**config.mk**
```make
export PLATFORM = sky130hd
export DESIGN_NAME = bswm_ram
export DESIGN_NICKNAME = d
export VERILOG_FILES = /design/src/rtl/bswm_ram.sv
export SDC_FILE = /design/constraint.sdc
export NUM_CORES = 2
export LEC_CHECK = 0
export BUFFER_PORTS_ARGS = -buffer_cell sky130_fd_sc_hd__buf_2
export CAP_MARGIN = 0
export CORE_MARGIN = 5
export CORE_UTILIZATION = 44
export CTS_CLUSTER_SIZE = 16
export DETAILED_ROUTE_END_ITERATION = 10
export PLACE_DENSITY = 0.64
export RECOVER_POWER = 25
export SLEW_MARGIN = 10
export SYNTH_ARGS = -nofsm -noshare
export SYNTH_HDL_FRONTEND = slang
export SYNTH_SLANG_ARGS = --single-unit
```
**constraint.sdc**
```tcl
create_clock -name i_clk -period 7.95 [get_ports i_clk]
set_input_delay 1.59 -clock i_clk [delete_from_list [all_inputs] [get_ports i_clk]]
set_output_delay 1.59 -clock i_clk [all_outputs]
set_load 0.005 [all_outputs]
```
**src/rtl/bswm_ram.sv**
```systemverilog
// generic simple dual-port ram, one write and one registered read port
// no dependencies
module bswm_ram #(
    parameter int WIDTH = 32,
    parameter int DEPTH = 64
) (
    input  logic                     i_clk,
    input  logic                     i_we,
    input  logic [$clog2(DEPTH)-1:0] i_waddr,
    input  logic [WIDTH-1:0]         i_wdata,
    input  logic [$clog2(DEPTH)-1:0] i_raddr,
    output logic [WIDTH-1:0]         o_rdata
);
    logic [WIDTH-1:0] r_mem [DEPTH];
    logic [WIDTH-1:0] r_rdata;

    always_ff @(posedge i_clk) begin
        if (i_we) begin
            r_mem[i_waddr] <= i_wdata;
        end
        r_rdata <= r_mem[i_raddr];
    end

    assign o_rdata = r_rdata;
endmodule

```
==> out/metrics.yaml <==
status: "complete, but fails checks"
violations: "max-capacitance violations, max-slew violations"
die_area_sq_um: 187000
avgViaCountPerCell: 6.091
avgSynthCellArea_sq_um: 23.62
slew_headroom_pct: -109.4
place_congestion: 0.7638
finalCritPeriodShare_pct: 51.49
stdcell_area_sq_um: 89110
fin_worst_skew_ns: 0.02316
max_stage_delay_ns: 0.70
yosys.area.top_type: "edfxtp_1"
grt_max_degree: 107
crit_type: "in -> reg"
synth_cell_types: 34
clock_sinks: 2080
cts_resized: 0
vias: 37000
synth_ff_type: "edfxtp_1"
grt.overflow.total: 0
finalSetupViolations: 0
min-delay-start: "r_mem[12][17]"
cp.arrival_ns: 4.76
setup_tns_ns: 0
port_buffers: 77
post_cts_buffers: 0
dr.pass1.iters: 6
yosys.area.top_type_share_pct: 78.33
syn_nets: 3370
vdd_drop_max_uv: 215.0
grt_use_total_pct: 21.48
insertion_delay_ns: 0.82
num_rows: 155
wl_mm: 200.9
drc: 0
synth_area_leaders: "edfxtp_1 (78%), mux4_2 (16%), mux2i_1 (1.2%)"
rsz0062_at_grt: "false"
startpoint: "i_raddr[0]"
htree_levels: 4
maxCapViolCount: 21
nFillCells: 13870
synth.yosys.seq_area_share_pct: 79.14
slowest_stage: "o22ai_1"
ys_warn_count: 0
antenna_found_initial: 18
fp.dieH_microns: 432.4
area_growth_pct: 13.50
hold_viol: 0
final_net_count: 3585
initial_utilization_pct: 44.10
drive_gt1_share_pct: 29.26
fin_crit_ns: 4.094
drt-initial-drc-count: 4756
dp_worst_setup_slack_ns: 2.921
cts_tree: "built"
syn_inst: 3324
core_sq_um: 178000
clkTransAtPathRegs_ns: 0.06
die_x_microns: 432.4
p_leak_uw: 0.02753
p_per_area_nw_per_um2: 256.6
cp-end-kind: "register"
cts_buffers: 205
cp_max_fo: 56
hpwl_mm: 104.8
worst_slew_pin_slew_ns: 3.141
cts_hold_buf: 0
holdWs_ns: 0.8369
min_path_type: "reg -> reg"
crit_path_cell_trace: "buf_8, buf_4, mux4_2, mux4_2, o22ai_1, nor2_1"
synth_edf_count: 2048
grt_pass1_wl_mm: 283.5
clockBufferDepth: 3
syn-cell-area_sq_um: 78520
start_kind: "input pin"
ys_async_sr_fraction_pct: 0
fin_ws_ns: 3.856
fmax_mhz: 244.3
ys_seq_elements: 2080
worst_path_most_repeated_cell: "mux4_2"
dpl_cell_area_sq_um: 82420
grt_pass1_vias: 36980
worstPathRequired_ns: 8.62
maxSlewViolCount: 1349
wire_per_inst_microns: 33.06
root_buffer: "clkbuf_16"
ios: 78
reg2reg_from: "r_mem[6][11]"
ant_nets: 0
-- metrics by stage --
stage,util [%],instances,total power [uW]
global placement,46.30,5686,13480
floorplan,-,3324,12990
global route,50.05,6073,23570
CTS,50.07,6069,23020
detailed placement,46.30,5686,13500
finish,50.05,6075,22870
-- sequential cells by signal, indices dropped and copies added (netlist names) --
register  cells
o_rdata      32
r_mem      2048
-- layout make-up --
class	instances	area (sq um)	area share, %
sequential	2080	62140	69.73
multi-input combinational	1062	15970	17.92
clock buffer	261	5533	6.209
tap	2355	2947	3.307
timing repair buffer	190	1325	1.487
clock inverter	122	1182	1.327
antenna	5	12.51	0.01404
-- final timing paths --
kind,endpoint,slack [ns],cells past startpoint
max,o_rdata[11],3.86,6
min,o_rdata[17],0.84,4
max reg2reg,o_rdata[11],5.66,4
min reg2reg,o_rdata[17],0.84,4
-- power breakdown --
group / total (uW) / internal [uW] / switching, uW
Sequential: 12200 / 12200 / 50.0
Clock: 9610 / 5540 / 4060
Combinational: 1050 / 391 / 660
Total: 22900 / 18100 / 4770
-- layer usage --
metal	wire, microns	track usage (%)	share of wire [%]	up-vias
li1	-	-	-	14720
met1	81330	30.84	40	20200
met2	97750	34.63	49	1776
met3	16450	3.719	8.2	299
met4	5314	5.555	2.6	2
met5	13	0	0.0065	-
-- cell usage after synthesis (3+ instances only) --
cell	number
or3_1	3
o22ai_1	84
a21oi_1	62
mux4_2	544
nand3b_1	5
o32ai_1	4
a311oi_1	8
buf_6	5
clkbuf_1	74
or3b_2	3
edfxtp_1	2048
nand3_1	5
buf_1	21
a41o_1	4
nand2b_1	8
mux2i_1	93
and3_1	4
a22oi_1	12
nor2b_1	15
nand2_1	26
o221ai_1	27
buf_4	25
nor3_1	7
nor2_1	137
dfxtp_1	32
buf_2	57
-- cells by family after synthesis --
kind of cell    after synthesis  synth area share [%]
compound gates              202                 1.673
buf+inv                     182                 1.128
flops                      2080                 79.14
mux                         637                 16.79
simple gates                223                 1.265
-- worst max-delay path: cells and delay by family --
kind / cells / cell delay [ns]
compound gates: 1 / 0.70
mux: 2 / 1.07
buf+inv: 2 / 1.20
simple gates: 1 / 0.11
-- cells in the final DEF, fill, tap and decap left out, drive strengths merged, types with 32 or more instances in the layout --
master / n
clkinv: 85
mux4: 544
dfxtp: 32
mux2i: 93
buf: 168
edfxtp: 2048
o22ai: 84
a21oi: 62
clkbuf: 283
nor2: 137
Power figures use the tool's default switching activity.
