===== config.mk =====
export PLATFORM = sky130hd
export DESIGN_NAME = bswm_alu
export DESIGN_NICKNAME = d
export VERILOG_FILES = /design/src/rtl/bswm_pkg.sv /design/src/rtl/bswm_alu.sv
export SDC_FILE = /design/constraint.sdc
export NUM_CORES = 1
export LEC_CHECK = 0
export CELL_PAD_IN_SITES_DETAIL_PLACEMENT = 0
export CELL_PAD_IN_SITES_GLOBAL_PLACEMENT = 1
export CORE_ASPECT_RATIO = 0.8
export CORE_UTILIZATION = 46
export DETAILED_ROUTE_END_ITERATION = 12
export DONT_BUFFER_PORTS = 1
export PLACE_DENSITY_LB_ADDON = 0.05
export SETUP_SLACK_MARGIN = 0.2
export SYNTH_ARGS = -nofsm -noshare
export SYNTH_HDL_FRONTEND = slang
export SYNTH_SLANG_ARGS = --single-unit
export TNS_END_PERCENT = 1

===== constraint.sdc =====
create_clock -name vclk -period 8.2
set_input_delay 1.23 -clock vclk [all_inputs]
set_output_delay 1.23 -clock vclk [all_outputs]
set_load 0.05 [all_outputs]

===== src/rtl/bswm_pkg.sv =====
// shared types, constants and helpers for the balanced slot to worker mapper
// no dependencies; imported by bswm_alu, the mapper and the testbench
package bswm_pkg;

    localparam int MAX_SLOTS       = 64;
    localparam int MAX_WORKERS     = 32;
    localparam int SIZE_W          = 32;
    localparam int SLOT_W          = $clog2(MAX_SLOTS);
    localparam int SCNT_W          = $clog2(MAX_SLOTS + 1);
    localparam int WID_W           = $clog2(MAX_WORKERS);
    localparam int WCNT_W          = $clog2(MAX_WORKERS + 1);
    localparam int LOAD_W          = SIZE_W + SLOT_W;
    localparam int ORDER_W         = $clog2(2 * MAX_SLOTS);
    localparam int SHARE_PCT       = 100;
    localparam int LIMIT_PCT       = 103;
    localparam int RESERVE_STEP    = 20;
    localparam int MIN_BAL_WORKERS = 4;
    localparam int MIN_MOVE_SLOTS  = 2;
    localparam int MUL_A_W         = LOAD_W + 1;
    localparam int MUL_B_W         = $clog2(SHARE_PCT * MAX_WORKERS + 1);
    localparam int ALU_W           = MUL_A_W + MUL_B_W;
    localparam int CFG_W           = 6;
    localparam int CFG_IDX_W       = 1;
    localparam int OWN_W           = WID_W + ORDER_W;

    typedef enum logic [CFG_IDX_W-1:0] {
        CFG_WORKER_COUNT,
        CFG_BALANCE_MODE
    } t_cfg_idx;

    typedef struct packed {
        logic [SIZE_W-1:0] slot_size;
        logic              last_slot;
    } t_in;

    typedef struct packed {
        logic [5:0] slot_index;
        logic [4:0] worker_index;
        logic       last_result;
    } t_out;

    typedef enum logic [1:0] {
        ALU_ADD,
        ALU_SUB,
        ALU_MUL
    } t_alu_op;

    typedef struct packed {
        logic [ALU_W-1:0] result;
        logic             lt;
        logic             eq;
    } t_alu_res;

    typedef enum logic [4:0] {
        ST_IDLE,
        ST_SORT_KRD,
        ST_SORT_KEY,
        ST_SORT_RD,
        ST_SORT_CMP,
        ST_SORT_WR,
        ST_GR_RK,
        ST_GR_SZ,
        ST_GR_LD,
        ST_GR_SCAN,
        ST_GR_UPD,
        ST_GR_TOT,
        ST_RD_INIT,
        ST_RD_SRC,
        ST_RD_DST,
        ST_RD_PK_RD,
        ST_RD_PK,
        ST_RD_PICK_RD,
        ST_RD_SUM,
        ST_RD_MUL1,
        ST_RD_MUL2,
        ST_RD_CMP,
        ST_RD_MV1,
        ST_RD_MV2,
        ST_OUT_RD,
        ST_OUT_EMIT
    } t_state;

    // reserve workers: floor((w-1)/step)+1, built from compares
    function automatic logic [WCNT_W-1:0] reserve_workers(input logic [WCNT_W-1:0] w);
        logic [WCNT_W-1:0] cnt;
        cnt = WCNT_W'(1);
        for (int k = 1; k <= MAX_WORKERS / RESERVE_STEP; k++) begin
            if (int'(w) - 1 >= k * RESERVE_STEP) begin
                cnt = cnt + WCNT_W'(1);
            end
        end
        return cnt;
    endfunction

endpackage


===== src/rtl/bswm_alu.sv =====
// shared arithmetic unit: add, subtract, narrow multiply and magnitude compare
// depends on bswm_pkg
module bswm_alu (
    input  bswm_pkg::t_alu_op            i_op,
    input  logic [bswm_pkg::ALU_W-1:0]   i_a,
    input  logic [bswm_pkg::ALU_W-1:0]   i_b,
    output bswm_pkg::t_alu_res           o_res
);
    import bswm_pkg::*;

    always_comb begin
        o_res.lt = (i_a < i_b);
        o_res.eq = (i_a == i_b);
        unique case (i_op)
            ALU_ADD: o_res.result = i_a + i_b;
            ALU_SUB: o_res.result = i_a - i_b;
            ALU_MUL: o_res.result = ALU_W'(i_a[MUL_A_W-1:0] * i_b[MUL_B_W-1:0]);
            default: o_res.result = '0;
        endcase
    end
endmodule


==> flow_summary.json, run 1 <==
{
  "syn_to_final_growth_pct": 5.99,
  "period_share_pct": 97.8,
  "dp_hpwl_um": 61600,
  "initial_utilization_pct": 47.1,
  "drive_gt1_share_pct": 6.61,
  "fin_hold_ws_ns": 2.72,
  "finalSetupViolCount": 0,
  "routedWlPerCell_um": 22.8,
  "routed_wl_um": 76100,
  "cp-end-kind": "output pin",
  "grt_pass1_wl_um": 119000,
  "die_w_um": 241,
  "drt_iter0_markers": 1504,
  "pin_count": 157,
  "cpMaxStageDelayCell": "fa_1",
  "final_nets": 3408,
  "worst_slew_pin_slew_ns": 1.29,
  "overflow": 0,
  "num_rows": 69,
  "cp_common_cell": "fa_1",
  "syn-num-nets": 3467,
  "hold_violations": 0,
  "final_util_pct": 49.9,
  "vias_per_cell": 5.89,
  "rsz0062_at_grt": "yes",
  "relSlewSlack_pct": 12.1,
  "final_antenna_net_count": 0,
  "cp_cell_sequence": "nand2_1 -> fa_1 -> inv_1 -> fa_1 -> fa_1 -> fa_1 -> inv_1 -> fa_1 -> inv_1 -> ha_4 -> a21o_1 -> a21oi_1 -> o21a_2 -> a211oi_2 -> a21oi_2 -> or4b_4 -> a22oi_2 -> buf_4 -> xnor2_1 -> a221o_1 -> buf_12",
  "slew_violations": 0,
  "first_pass_iters": 6,
  "synthDistinctLibCells": 83,
  "gp_congestion": 0.971,
  "nFlopsAndLatches": 0,
  "drc_errors": 0,
  "maxCapViolations": 0,
  "syn_area_um2": 21100,
  "first_global_vias": 20249,
  "critPathMaxFanout": 39,
  "antenna_found_initial": 0,
  "criticalPathCategory": "input pin to output pin",
  "max_stage_delay_ns": 0.57,
  "clock.fmax_mhz": 125,
  "crit_path_start_kind": "input pin",
  "grt_max_degree": 64,
  "vias": 19691,
  "portBuffers": 0,
  "synthCells": 2801,
  "yosys_warnings": 0,
  "avgSynthCellArea_um2": 7.53,
  "hp-class": "input pin to output pin",
  "run_status": "finished clean",
  "seq_area_frac_synth_pct": 0,
  "cp_data_required_time_ns": 6.97,
  "dieArea_um2": 46700,
  "clockBufferCount": 0,
  "core_um2": 44800,
  "antenna_cells": 0,
  "arrival_ns": 6.79,
  "grtUsageTotal_pct": 33.1,
  "min_period_ns": 8.02,
  "die_h_um": 194,
  "regArea_um2": 0
}
[cell families after synthesis]
family,after synthesis,share of synthesized area (%)
AND/OR/NAND/NOR,879,19.2
AO/OA/AOI/OAI,570,17.6
adder cells (fa/ha/maj),562,46.6
buffers and inverters,695,12.6
XOR/XNOR,87,3.61
multiplexers,8,0.385
[final cells by class]
type | count | area [µm²]
Inverter | 535 | 2010
Multi-Input combinational cell | 2106 | 18800
Tap cell | 603 | 754
Timing Repair Buffer | 99 | 806
Fill cell | 4531 | 22400
[worst max-delay path, delay by kind of cell]
| kind | cells | cell delay [ns] |
|---|---|---|
| adders and majority gates | 6 | 2.82 |
| AOI/OAI and AO/OA | 7 | 1.50 |
| and+or+nand+nor | 2 | 0.57 |
| buffers and inverters | 5 | 0.53 |
| xor gates and xnor gates | 1 | 0.06 |
[metal layers]
layer  track usage [%]  part of all wire, %
met1              50.2                   46
met2              50.2                   43
met3              5.25                  9.3
met4              4.43                  1.4
met5                 0                    0
[final timing paths]
path	startpoint	to	slack, ns	depth (start not counted)
max	i_b[6]	o_res[44]	0.18	21
min	i_op[1]	o_res[40]	2.72	2
[placed cells by master, fill, tap and decap left out, types with 33 or more instances in the layout]
cell,count
inv_1,531
nand2_1,434
fa_1,370
ha_1,176
a21oi_1,149
nor2_1,124
and2_1,116
buf_4,94
o21ai_0,87
xnor2_1,70
a21o_1,53
nand3_1,36
o21bai_1,34
nor3_1,34
o22ai_1,33
[through the flow]
step | instance area (µm²) | instances | worst slack (ns) | setup TNS (ns)
final | 22400 | 3343 | 0.181 | 0
after CTS | 22300 | 3343 | 0.173 | 0
after global placement | 22200 | 3340 | 0.0369 | 0
after detailed placement | 22200 | 3340 | -0.0534 | -0.147
after global routing | 22400 | 3343 | 0.0168 | 0
after floorplan | 21300 | 2801 | 0.0210 | 0
[repair_timing]
item                       CTS  global route
setup endpoints to repair   16            20
gates resized for setup     17            16
buffers inserted             3             0
hold buffers                 0             0
pin swaps                   14            12
hold endpoints to repair     0             0
[synth_stat cells (5+ instances only)]
master / instances / area (µm²)
or3_1: 10 / 62.6
xnor2_1: 70 / 613
o21bai_1: 34 / 255
o21a_1: 9 / 67.6
o22ai_1: 34 / 213
o31ai_1: 18 / 135
nand2_1: 435 / 1630
nor2_1: 124 / 465
nand2b_1: 12 / 75.1
a21oi_1: 155 / 776
a211oi_1: 21 / 158
or2_2: 9 / 56.3
fa_1: 372 / 7450
xor2_1: 17 / 149
clkbuf_1: 132 / 495
inv_1: 532 / 2000
ha_1: 190 / 2380
and3_1: 10 / 62.6
or4_1: 6 / 45.0
buf_2: 13 / 65.1
o41ai_1: 5 / 43.8
nand4_1: 26 / 163
buf_1: 6 / 22.5
nand3_1: 37 / 185
mux2i_1: 7 / 70.1
and2_1: 119 / 744
buf_4: 6 / 45.0
o21ai_0: 97 / 485
a31oi_1: 29 / 181
o211ai_1: 29 / 218
a21o_1: 53 / 398
o2111ai_1: 8 / 70.1
nor3_1: 34 / 170
o311a_1: 5 / 50.1
a41oi_1: 5 / 43.8
nor4_1: 19 / 119
nor2b_1: 22 / 138
Power of run 1 is left out: the tool's default activity adds up to more than one toggle a clock period on the data nets, which glitch-free logic cannot reach.
==> inputs of run 2 (changes only) <==
--- a/config.mk
+++ b/config.mk
@@ -8,7 +8,7 @@
 export CELL_PAD_IN_SITES_DETAIL_PLACEMENT = 0
 export CELL_PAD_IN_SITES_GLOBAL_PLACEMENT = 1
 export CORE_ASPECT_RATIO = 0.8
-export CORE_UTILIZATION = 46
+export CORE_UTILIZATION = 51
 export DETAILED_ROUTE_END_ITERATION = 12
 export DONT_BUFFER_PORTS = 1
 export PLACE_DENSITY_LB_ADDON = 0.05
==> constraint.sdc (replaced) <==
create_clock -name vclk -period 8.1
set_input_delay 1.215 -clock vclk [all_inputs]
set_output_delay 1.215 -clock vclk [all_outputs]
set_load 0.05 [all_outputs]
==> run 2 against run 1 <==
Net effect: cell count down 1.7%; final area about the same; critical path depth up 1; highest routed layer unchanged; critical endpoint is now o_res[52].
==> flow_summary.json, run 2 (same netlist as run 1, synthesis figures left out) <==
{
  "cp-end-kind": "output pin",
  "gp_congestion": 0.981,
  "core_um2": 40700,
  "critPathMaxFanout": 39,
  "cp_num_cells": 22,
  "maxCapViolations": 0,
  "slew_violations": 0,
  "whs_path_depth": 2,
  "critPathBufInv": 5,
  "nFlopsAndLatches": 0,
  "die_w_um": 229,
  "drive_gt1_share_pct": 7.00,
  "cpMaxStageDelayCell": "fa_2",
  "hold_violations": 0,
  "overflow": 0,
  "relSlewSlack_pct": 15.9,
  "die_h_um": 184,
  "cp_cell_sequence": "ha_4 -> inv_2 -> fa_2 -> inv_1 -> fa_1 -> fa_2 -> fa_1 -> inv_1 -> fa_1 -> inv_1 -> ha_4 -> o21ai_1 -> a32oi_2 -> o21ai_2 -> o2111ai_4 -> a21oi_2 -> or4b_4 -> a22oi_2 -> a31oi_1 -> xnor2_1 -> o211ai_1 -> buf_4",
  "final_nets": 3411,
  "initial_utilization_pct": 51.8,
  "arrival_ns": 6.82,
  "critPathTopFamily": "adder cells",
  "clock.fmax_mhz": 124,
  "vias": 19602,
  "drc_errors": 0,
  "routed_wl_um": 71800,
  "period_share_pct": 99.2,
  "routedWlPerCell_um": 21.8,
  "regArea_um2": 0,
  "first_global_vias": 19753,
  "worst_slew_pin_slew_ns": 1.23,
  "cp_data_required_time_ns": 6.88,
  "run_status": "finished clean",
  "dieArea_um2": 42200,
  "hp-class": "input pin to output pin",
  "finalSetupViolCount": 0,
  "drt_iter0_markers": 1664,
  "fill_cells": 3953,
  "num_rows": 66,
  "vias_per_cell": 5.96,
  "grtUsageTotal_pct": 34.0,
  "hold_buffers": 0,
  "multi_input_area_um2": 18800,
  "dp_hpwl_um": 57900,
  "max_stage_delay_ns": 0.55,
  "hold_start": "i_op[1]",
  "pin_count": 157,
  "final_cell_mix": "inv_1 (528), nand2_1 (432), fa_1 (368)",
  "first_pass_iters": 6,
  "final_antenna_net_count": 0,
  "tns_ns": 0,
  "grt_max_degree": 64,
  "min_to": "o_res[47]",
  "min_period_ns": 8.03,
  "crit_path_start_kind": "input pin",
  "syn_to_final_growth_pct": 5.96,
  "rsz0062_at_grt": "yes",
  "grt_pass1_wl_um": 112000,
  "antenna_found_initial": 0,
  "criticalPathCategory": "input pin to output pin",
  "antenna_cells": 0,
  "mostFrequentLayoutCell": "inv_1",
  "clockBufferCount": 0,
  "portBuffers": 0
}
## run 2: timing repair
| action | in CTS | in global routing |
|---|---|---|
| endpoints found under the setup margin | 17 | 20 |
| resized for setup | 33 | 13 |
| gates cloned | 0 | 0 |
| buffers inserted | 9 | 0 |
| pin swaps | 18 | 9 |
## run 2: worst max-delay path by stage
stage | start | endpoint | slack (ns)
2_1_floorplan | i_a[5] | o_res[52] | -0.05
3_3_place_gp | i_b[6] | o_res[52] | -0.005
3_5_place_dp | i_b[6] | o_res[52] | -0.15
4_1_cts | i_b[6] | o_res[52] | 0.17
5_1_grt | i_a[5] | o_res[46] | -0.09
6_report | i_b[6] | o_res[52] | 0.07
## run 2: cell type report
cell class,instances,area share [%]
inverter,535,8.98
multi-input combinational,2106,84.3
tap,544,3.04
timing repair buffer,102,3.70
## run 2: metrics by stage
stage | cells | hold WS (ns) | setup slack, ns | util [%] | instance area (µm²)
2_1_floorplan | 2801 | 2.74 | -0.0490 | - | 21300
3_5_place_dp | 3278 | 2.68 | -0.147 | 54.2 | 22100
6_report | 3287 | 2.69 | 0.0677 | 54.9 | 22400
4_1_cts | 3287 | 2.68 | 0.173 | 54.8 | 22300
5_1_grt | 3287 | 2.70 | -0.0874 | 54.9 | 22400
3_3_place_gp | 3278 | 2.68 | -0.00548 | 54.2 | 22100
## run 2: routing by layer
layer	vias up	wire [µm]	GRT usage, %
met5	-	0	0
met4	0	1640	6.88
met3	86	6310	6.19
met2	852	31000	52.1
met1	9818	32800	49.8
li1	8846	-	-
Power of run 2 is left out for the same reason.
